File: src/rtl/scanline_register_table_engine_top_assert.svh
// ----------------------------------------------------------------------------
// scanline register table engine assertion macros
// shared property forms for the concurrent checks in the rtl modules
// ----------------------------------------------------------------------------
`ifndef SCANLINE_REGISTER_TABLE_ENGINE_TOP_ASSERT_SVH
`define SCANLINE_REGISTER_TABLE_ENGINE_TOP_ASSERT_SVH

// same-cycle implication
`define SRTE_ASSERT_IMP(lbl, ck, rs, ante, cons, msg) \
  lbl: assert property (@(posedge ck) disable iff (rs) (ante) |-> (cons)) \
    else $error(msg);

// next-cycle implication
`define SRTE_ASSERT_NXT(lbl, ck, rs, ante, cons, msg) \
  lbl: assert property (@(posedge ck) disable iff (rs) (ante) |=> (cons)) \
    else $error(msg);

`endif

File: src/rtl/srte_pkg.sv
// ----------------------------------------------------------------------------
// srte_pkg
// types and constants of the scanline register table engine
// ----------------------------------------------------------------------------
`timescale 1ns / 1ps

package srte_pkg;

  localparam int VISIBLE_LINES = 160;
  localparam int TOTAL_LINES   = 228;
  localparam int CHANNELS      = 3;
  localparam int TARGET_REGS   = 3;

  localparam int HALF_DEPTH  = CHANNELS * VISIBLE_LINES;
  localparam int TABLE_DEPTH = 2 * HALF_DEPTH;
  localparam int ADDR_W      = $clog2(TABLE_DEPTH);
  localparam int CHAN_W      = (CHANNELS > 1) ? $clog2(CHANNELS) : 1;

  localparam int MODE_W     = 2;
  localparam int LINE_W     = 8;
  localparam int NEXT_W     = LINE_W + 1;
  localparam int CH_IN_W    = 2;
  localparam int VALUE_W    = 16;
  localparam int OFFSET_W   = 10;
  localparam int MASK_W     = 3;
  localparam int CFG_IDX_W  = 3;
  localparam int CFG_DATA_W = 10;

  typedef enum logic [MODE_W-1:0] {
    MODE_TICK  = 2'd0,
    MODE_WRITE = 2'd1,
    MODE_FLIP  = 2'd2
  } mode_t;

  typedef enum logic [CFG_IDX_W-1:0] {
    CFG_RUN_ENABLE   = 3'd0,
    CFG_CHAN_MASK    = 3'd1,
    CFG_CHAN0_TARGET = 3'd2,
    CFG_CHAN1_TARGET = 3'd3,
    CFG_CHAN2_TARGET = 3'd4
  } cfg_reg_t;

  typedef enum logic [2:0] {
    ST_CLEAR,
    ST_IDLE,
    ST_READ,
    ST_LOAD,
    ST_EMIT
  } state_t;

  typedef struct packed {
    logic              clear_en;
    logic              accept;
    logic              rd_en;
    logic              out_load;
    logic              last;
    logic [CHAN_W-1:0] chan;
  } ctrl_cmd_t;

  typedef struct packed {
    logic                clear_last;
    logic                item_play;
    logic [CHANNELS-1:0] chan_valid;
  } dp_status_t;

  function automatic logic [ADDR_W-1:0] tbl_addr(input logic bsel,
                                                 input logic [CHAN_W-1:0] chan,
                                                 input logic [LINE_W-1:0] line);
    logic [ADDR_W-1:0] base;
    base = bsel ? ADDR_W'(HALF_DEPTH) : '0;
    return base + ADDR_W'(chan) * ADDR_W'(VISIBLE_LINES) + ADDR_W'(line);
  endfunction

endpackage

File: src/rtl/srte_ctrl.sv
// ----------------------------------------------------------------------------
// srte_ctrl
// sequencer: clearing pass, item acceptance and per-channel result playback
// ----------------------------------------------------------------------------
`timescale 1ns / 1ps

`include "scanline_register_table_engine_top_assert.svh"

module srte_ctrl (
  input  logic                clk,
  input  logic                rst,
  input  logic                item_valid,
  output logic                item_stall,
  output logic                result_valid,
  input  logic                result_stall,
  input  srte_pkg::dp_status_t status,
  output srte_pkg::ctrl_cmd_t  cmd
);
  import srte_pkg::*;

  state_t            state, state_next;
  logic [CHAN_W-1:0] ch, ch_next;
  logic              accept;
  logic              last;

  always_ff @(posedge clk) begin
    if (rst) begin
      state <= ST_CLEAR;
      ch    <= '0;
    end else begin
      state <= state_next;
      ch    <= ch_next;
    end
  end

  assign item_stall   = (state != ST_IDLE);
  assign result_valid = (state == ST_EMIT);
  assign accept       = item_valid && (state == ST_IDLE);

  // no valid channel above the current one
  always_comb begin
    last = 1'b1;
    for (int i = 0; i < CHANNELS; i++) begin
      if (i > int'(ch) && status.chan_valid[i]) last = 1'b0;
    end
  end

  always_comb begin
    state_next   = state;
    ch_next      = ch;
    cmd          = '0;
    cmd.chan     = ch;
    cmd.last     = last;
    cmd.accept   = accept;
    unique case (state)
      ST_CLEAR: begin
        cmd.clear_en = 1'b1;
        if (status.clear_last) state_next = ST_IDLE;
      end
      ST_IDLE: begin
        if (accept && status.item_play) begin
          ch_next    = '0;
          state_next = ST_READ;
        end
      end
      ST_READ: begin
        if (status.chan_valid[ch]) begin
          cmd.rd_en  = 1'b1;
          state_next = ST_LOAD;
        end else begin
          ch_next = ch + 1'b1;
        end
      end
      ST_LOAD: begin
        cmd.out_load = 1'b1;
        state_next   = ST_EMIT;
      end
      ST_EMIT: begin
        if (!result_stall) begin
          if (last) begin
            state_next = ST_IDLE;
          end else begin
            ch_next    = ch + 1'b1;
            state_next = ST_READ;
          end
        end
      end
      default: state_next = ST_CLEAR;
    endcase
  end

  `SRTE_ASSERT_IMP(a_no_accept_while_result, clk, rst, result_valid, item_stall, "item accepted with result pending")
  `SRTE_ASSERT_NXT(a_clear_ends_idle, clk, rst, (state == ST_CLEAR) && status.clear_last, state == ST_IDLE, "clearing pass did not end")
  `SRTE_ASSERT_NXT(a_play_starts_scan, clk, rst, accept && status.item_play, (state == ST_READ) && (ch == '0), "playback tick did not start channel scan")

endmodule

File: config.mk
export PLATFORM = sky130hd
export DESIGN_NAME = srte_ctrl
export DESIGN_NICKNAME = d
export VERILOG_FILES = /design/src/rtl/srte_pkg.sv /design/src/rtl/srte_ctrl.sv
export VERILOG_INCLUDE_DIRS = /design/src /design/src/rtl
export SDC_FILE = /design/constraint.sdc
export NUM_CORES = 1
export LEC_CHECK = 0
export ABC_AREA = 1
export BUFFER_PORTS_ARGS = -buffer_cell sky130_fd_sc_hd__buf_2
export CAP_MARGIN = 20
export CORE_MARGIN = 8
export CORE_UTILIZATION = 30
export DETAILED_ROUTE_END_ITERATION = 10
export PLACE_DENSITY = 0.58
export SETUP_SLACK_MARGIN = 0.05
export SLEW_MARGIN = 25
export SYNTH_ARGS = -nofsm -noshare
export SYNTH_HDL_FRONTEND = slang
export SYNTH_SLANG_ARGS = --single-unit
File: constraint.sdc
create_clock -name clk -period 1.3 [get_ports clk]
set_input_delay 0.13 -clock clk [delete_from_list [all_inputs] [get_ports clk]]
set_output_delay 0.13 -clock clk [all_outputs]
set_load 0.01 [all_outputs]
==> run_results.csv, run 1 <==
group,metric,value,unit
power_and_ir_drop,power_frac_comb,67.7,%
timing,maxClockFrequency,774,MHz
timing,layout_min_cycle_time,1290,ps
logic_synthesis,ys_top_cells_by_area,"dfxtp_1 23%, nand2_1 16%, inv_1 13%",
clocking,clkTransAtPathRegs,40,ps
status,run_status,"finished, final reports clean",
critical_path,crit_family,"flip-flops",
routing,drcViolationCount,0,
die,initial_core_util,32.6,%
cells_and_area,multi_input_area,319,um2
routing,avgViaCountPerCell,4.40,
routing,first_iter_violations,1,
logic_synthesis,synth_top_area_share,23.0,%
global_route,antenna_found_initial,0,
critical_path,critPathMaxFanout,5,
critical_path,path_class,"reg -> out",
clocking,numCtsBuffers,3,
die,dieArea,2930,um2
power_and_ir_drop,p_sw,0.683,mW
routing,wl_per_cell,10.1,um
logic_synthesis,synth_nets,86,
timing,worstMarginPinSlew,239,ps
clocking,htreeDepth,1,
logic_synthesis,yosys_warnings,0,
cells_and_area,layout-area-overhead-vs-synth,54.3,%
timing,slew_viol_final,0,
logic_synthesis,avgSynthCellArea,5.81,um2
die,ioPinCount,18,
global_route,grt_max_degree,7,
routing,drt-total-wl,1.16,mm
cells_and_area,diodes,0,
power_and_ir_drop,swShare,47.6,%
clocking,clock_path_buffers,2,
power_and_ir_drop,clkPwrFrac,11.8,%
clocking,cts_tree,"done",
power_and_ir_drop,leakage,0.363,nW
routing,ant_nets,0,
timing,hold_viol_final,0,
routing,vias,502,
critical_path,end_kind,"output port",
critical_path,required,1170,ps
placement,dp_hpwl,821,um
cells_and_area,fill_cells,144,
min_path,hold_class,"in -> reg",
clocking,cts_sinks,5,
power_and_ir_drop,power_frac_seq,20.4,%
global_route,grt_pass1_vias,464,
routing,drt_first_pass_iters,4,
timing,setup_violations,0,
cells_and_area,fin_util,50.4,%
logic_synthesis,yosys.area.top_type,"dfxtp_1",
critical_path,slowest_stage,"dfxtp_2",
die,fp-row-count,13,
placement,dpl_worst_slack,44.3,ps
clocking,clock_latency,230,ps
clocking,cts-root-buf,"clkbuf_4",
power_and_ir_drop,vdd_drop_max,0.830,mV
power_and_ir_drop,p_per_area,2130,nW/um2
critical_path,startpoint_type,"flop",
cells_and_area,final_net_count,111,
timing,slew_headroom,83.9,%
cells_and_area,ff_latch_area,106,um2
logic_synthesis,yosys.cell_types.count,15,
global_route,grt_first_pass_wirelength,1.81,mm
critical_path,path_buf_inv,3,
critical_path,path_cells,"inv_4 > ha_4 > nand2_2 > inv_2 > a21oi_4 > buf_6",
critical_path,cpPeakStageDelay,350,ps
die,die_height,54.1,um
cells_and_area,drive_gt1_share,54.5,%
logic_synthesis,yosysSeqAreaShare,23.0,%
timing,rsz0062_at_grt,"true",
critical_path,worst_ep_arrival_time,1160,ps
logic_synthesis,synth_cells,75,
timing,post-route-period-util,99.3,%
die,die_x,54.1,um
timing,final.setup.tns,0,ps
logic_synthesis,ys_ff_latch,5,
placement,finalWeightedCongestion,0.691,
die,core,1330,um2
global_route,overflow,0,
timing,worst_hold_slack,74.9,ps
timing,fin_ws,8.54,ps
placement,portBuffers,17,
global_route,track_usage,8.26,%
power_and_ir_drop,p_int,0.751,mW
run,maxCapViolCount,0,
logic_synthesis,synthesis.area,435,um2
timing,finalClockSkew,0.548,ps
-- flip-flops by register name, summed over array words and instances (netlist names) --
| signal | flops |
|---|---|
| ch | 2 |
| state | 3 |
-- layout by cell type (no fill, tap or decap), drive strengths merged --
cell type  instances
o21ai              3
ha                 2
nor2              14
nand2             22
a21oi              2
nand4              2
dfxtp              5
clkbuf             4
inv               16
buf               22
nand3              7
-- cell usage after synthesis --
| cell type | number |
|---|---|
| inv_2 | 1 |
| ha_1 | 2 |
| nand3_2 | 2 |
| nor2_4 | 1 |
| inv_1 | 15 |
| nand3_1 | 5 |
| dfxtp_1 | 5 |
| nand2_2 | 3 |
| a21oi_1 | 2 |
| nor2_1 | 12 |
| o21ai_0 | 3 |
| buf_4 | 2 |
| nor2_2 | 1 |
| nand4_1 | 2 |
| nand2_1 | 19 |
-- final timing paths --
kind                   end  slack, ps      from  cells after the start
setup / recovery    cmd[2]          9     ch[0]                      6
hold / removal    state[2]         70       rst                      2
setup reg to reg  state[0]         30     ch[1]                      8
hold reg to reg   state[2]        570  state[2]                      2
-- cell families after synthesis --
| family | count (synthesis) | synth area share [%] |
|---|---|---|
| buf+inv | 18 | 17.2 |
| compound gates | 5 | 5.75 |
| simple gates | 45 | 48.3 |
| flops | 5 | 23.0 |
| fa+ha+maj | 2 | 5.75 |
-- power groups by stage --
stage / sequential, mW / clock (mW) / combinational, mW
global route: 0.306 / 0.188 / 1.12
detailed placement: 0.276 / 0 / 0.781
finish: 0.293 / 0.170 / 0.971
floorplan: 0.272 / 0 / 0.611
global placement: 0.278 / 0 / 0.781
CTS: 0.277 / 0.181 / 0.882
-- metal layers --
layer  part of all wire, %  track usage, %  up-vias
met3                   4.1            2.48        2
met2                    59            15.1        5
met1                    37            8.01      219
met5                     0               0        -
met4                  0.69            4.92        0
li1                      -               -      276
-- layout make-up --
cell class	instances	share of cell area (%)
timing repair buffer	22	20.7
tap	15	2.79
sequential	5	15.8
inverter	16	9.31
multi-input combinational	52	47.5
clock buffer	4	3.91
-- what timing repair did --
action,CTS,global route
setup endpoints to repair,5,9
hold buffers,0,0
gates resized for setup,11,13
cloned,0,0
pin swaps,5,2
setup buffers,4,1
-- per-stage QoR --
| stage | instances | cell area (um2) | total power, mW |
|---|---|---|---|
| 6_report | 114 | 672 | 1.43 |
| 3_3_place_gp | 105 | 531 | 1.06 |
| 2_1_floorplan | 75 | 442 | 0.883 |
| 5_1_grt | 114 | 672 | 1.61 |
| 4_1_cts | 113 | 626 | 1.34 |
| 3_5_place_dp | 105 | 531 | 1.06 |
No activity file was read; power rests on OpenSTA's default activity.
==> inputs of run 2 (changes only) <==
--- a/config.mk
+++ b/config.mk
@@ -6,7 +6,6 @@
 export SDC_FILE = /design/constraint.sdc
 export NUM_CORES = 1
 export LEC_CHECK = 0
-export ABC_AREA = 1
 export BUFFER_PORTS_ARGS = -buffer_cell sky130_fd_sc_hd__buf_2
 export CAP_MARGIN = 20
 export CORE_MARGIN = 8
==> run 2 against run 1 <==
Against the previous run: the flow now finishes with violations (negative setup slack); setup slack worse by 420 ps; core utilization is 12 points higher; power is 34% lower; combinational power is 41% lower; global-route usage is 2.2 points higher; critical path type is now reg -> reg.
==> run_results.csv, run 2 <==
group,metric,value,unit
status,run_status,"finished with violations",
status,violations,"negative setup slack",
cells_and_area,stdcell_count,114,
timing,hold_viol_final,0,
die,die_height,55.0,um
min_path,worstHoldStart,"rst",
critical_path,startpoint_type,"flop",
logic_synthesis,synth_common_cells,"7 x nor2_1, 5 x dfxtp_1, 4 x inv_1",
logic_synthesis,ys_async_sr_fraction,0,%
cells_and_area,fin_area,915,um2
clocking,cts_tree,"done",
routing,ant_nets,0,
power_and_ir_drop,vdd_drop_max,0.591,mV
routing,drt-total-wl,1.51,mm
critical_path,cp-startpoint,"ch[0]",
timing,worstMarginPinSlew,335,ps
run,maxCapViolCount,0,
logic_synthesis,ys_ff_latch,5,
timing,post-route-period-util,132,%
cells_and_area,final_net_count,110,
logic_synthesis,synthesis.area,455,um2
logic_synthesis,synth_ff_type,"dfxtp_1",
clocking,clkTransAtPathRegs,40,ps
clocking,numCtsBuffers,3,
placement,finalWeightedCongestion,0.722,
cells_and_area,largest_register_ffs,3,
timing,slew_viol_final,0,
critical_path,rr_startpoint,"ch[0]",
logic_synthesis,yosysSeqAreaShare,22.0,%
clocking,cts_sinks,5,
logic_synthesis,yosys.cell_types.count,32,
logic_synthesis,synth_top_area_share,22.0,%
cells_and_area,fill_cells,119,
critical_path,end_kind,"flop",
critical_path,worst_ep_arrival_time,1860,ps
critical_path,required,1450,ps
routing,avgViaCountPerCell,4.81,
placement,portBuffers,17,
critical_path,critPathMaxFanout,2,
routing,drcViolationCount,0,
logic_synthesis,yosys.area.top_type,"dfxtp_1",
placement,place_inst,94,
logic_synthesis,synth_nets,67,
routing,drt_first_pass_iters,4,
critical_path,r2r_cells,6,
global_route,track_usage,10.5,%
placement,dp_hpwl,944,um
timing,slew_headroom,77.5,%
global_route,grt_pass1_vias,529,
power_and_ir_drop,p_per_area,1030,nW/um2
logic_synthesis,avgSynthCellArea,8.13,um2
logic_synthesis,yosysMostFrequentCell,"nor2_1",
clocking,cts-root-buf,"clkbuf_4",
timing,setup_violations,7,
logic_synthesis,yosys_warnings,0,
min_path,hold_class,"in -> reg",
timing,worst_hold_slack,129,ps
power_and_ir_drop,leakage,0.420,nW
clocking,clock_latency,240,ps
cells_and_area,layout-area-overhead-vs-synth,101,%
clocking,clock_path_buffers,2,
routing,wl_per_cell,13.2,um
timing,layout_min_cycle_time,1710,ps
logic_synthesis,synth_xor_area_share,3.85,%
cells_and_area,top_regs,"state x3, ch x2",
timing,finalClockSkew,3.46,ps
global_route,antenna_found_initial,0,
timing,rsz0062_at_grt,"true",
die,core,1470,um2
die,dieArea,3020,um2
global_route,grt_first_pass_wirelength,2.28,mm
global_route,grt_max_degree,8,
logic_synthesis,synth_top_family_by_area,"simple AND/OR/NAND/NOR gates",
placement,placed_area,606,um2
timing,maxClockFrequency,584,MHz
die,initial_core_util,31.0,%
critical_path,timing.rr.end,"ch[1]",
min_path,holdPathStages,2,
routing,first_iter_violations,6,
global_route,overflow,0,
cells_and_area,drive_gt1_share,73.5,%
routing,vias,548,
die,ioPinCount,18,
cells_and_area,final_common_cell,"buf_4",
timing,fin_ws,-414,ps
critical_path,r2r_setup_slack,-410,ps
logic_synthesis,synth_edf_count,0,
critical_path,path_class,"reg -> reg",
logic_synthesis,ys_top_cells_by_area,"dfxtp_1 22%, mux2i_1 6.6%, nor2_1 5.8%",
logic_synthesis,synthSimpleGateAreaFrac,29.9,%
logic_synthesis,synth_cells,56,
cells_and_area,regMostFlops,"state",
cells_and_area,final_cell_mix,"18 x buf_4, 14 x buf_2, 11 x buf_6",
clocking,htreeDepth,1,
logic_synthesis,synth_adder_area_share,5.49,%
cells_and_area,diodes,0,
placement,dpl_worst_slack,-239,ps
die,die_x,55.0,um
die,fp-row-count,14,
min_path,holdPathEnd,"state[0]",
logic_synthesis,synth-compound-area-share,20.9,%
logic_synthesis,synthMuxAreaShare,6.59,%
-- run 2: cell count changes after synthesis, sizes merged, moves of 2 or more --
cell,change
buf,+3
nand4,-2
nand2b,+3
nand2,-21
nor2,-7
nand3,-6
nor3,+2
inv,-12
a21oi,+2
o21ai,-2
and2,+2
mux2i,+3
xnor2,+2
-- run 2: routing by layer --
metal  track usage, %  share of wire [%]  vias up
li1                 -                  -      279
met4             4.80                1.4        0
met5                0                  0        -
met3             2.41                3.8        4
met2             20.0                 58        7
met1             10.4                 37      258
-- run 2: what timing repair did --
| item | CTS | global route |
|---|---|---|
| hold buffers | 0 | 0 |
| setup endpoints to repair | 11 | 11 |
| gates resized for setup | 25 | 12 |
| buffers inserted | 11 | 5 |
| pin swaps | 8 | 5 |
| hold endpoints to repair | 0 | 0 |
-- run 2: cells by family after synthesis --
logic type | after synthesis
AO/OA/AOI/OAI | 12
multiplexers | 3
buffers and inverters | 9
flip-flops | 5
AND/OR/NAND/NOR | 23
XOR/XNOR | 2
adder cells (fa/ha/maj) | 2
-- run 2: area by class of cell --
type / count / area (um2) / share of cell area, %
Tap cell: 16 / 20.0 / 2.19
Timing Repair Buffer: 43 / 329 / 36.0
Clock buffer: 4 / 26.3 / 2.87
Inverter: 4 / 17.5 / 1.92
Sequential cell: 5 / 115 / 12.6
Multi-Input combinational cell: 42 / 407 / 44.5
-- run 2: critical path, cell delays in order (launching register included) --
cell and delay (ps):
dfxtp_4 350, inv_4 40, buf_4 120, buf_4 120, ha_1 260, or4b_2 570
mux2i_1 170
-- run 2: how the worst max path moves through the flow --
| stage | cells past startpoint | slack [ps] | to |
|---|---|---|---|
| floorplan | 6 | -240 | ch[1] |
| global placement | 6 | -220 | ch[0] |
| detailed placement | 6 | -240 | ch[0] |
| CTS | 6 | -380 | cmd[2] |
| global route | 6 | -470 | ch[1] |
| finish | 6 | -410 | ch[1] |
-- run 2: power breakdown --
| group | internal [mW] | switching (mW) | total (mW) |
|---|---|---|---|
| Clock | 0.116 | 0.0590 | 0.175 |
| Combinational | 0.330 | 0.242 | 0.572 |
| Sequential | 0.170 | 0.0264 | 0.197 |
| Total | 0.615 | 0.328 | 0.943 |
-- run 2: through the flow --
| step | setup TNS, ps | util (%) | total power, mW |
|---|---|---|---|
| after floorplan | -727 | - | 0.398 |
| after global placement | -890 | 41.2 | 0.516 |
| after detailed placement | -930 | 41.2 | 0.515 |
| after CTS | -1800 | 55.9 | 0.879 |
| after global routing | -2550 | 62.2 | 1.01 |
| final | -2050 | 62.2 | 0.943 |
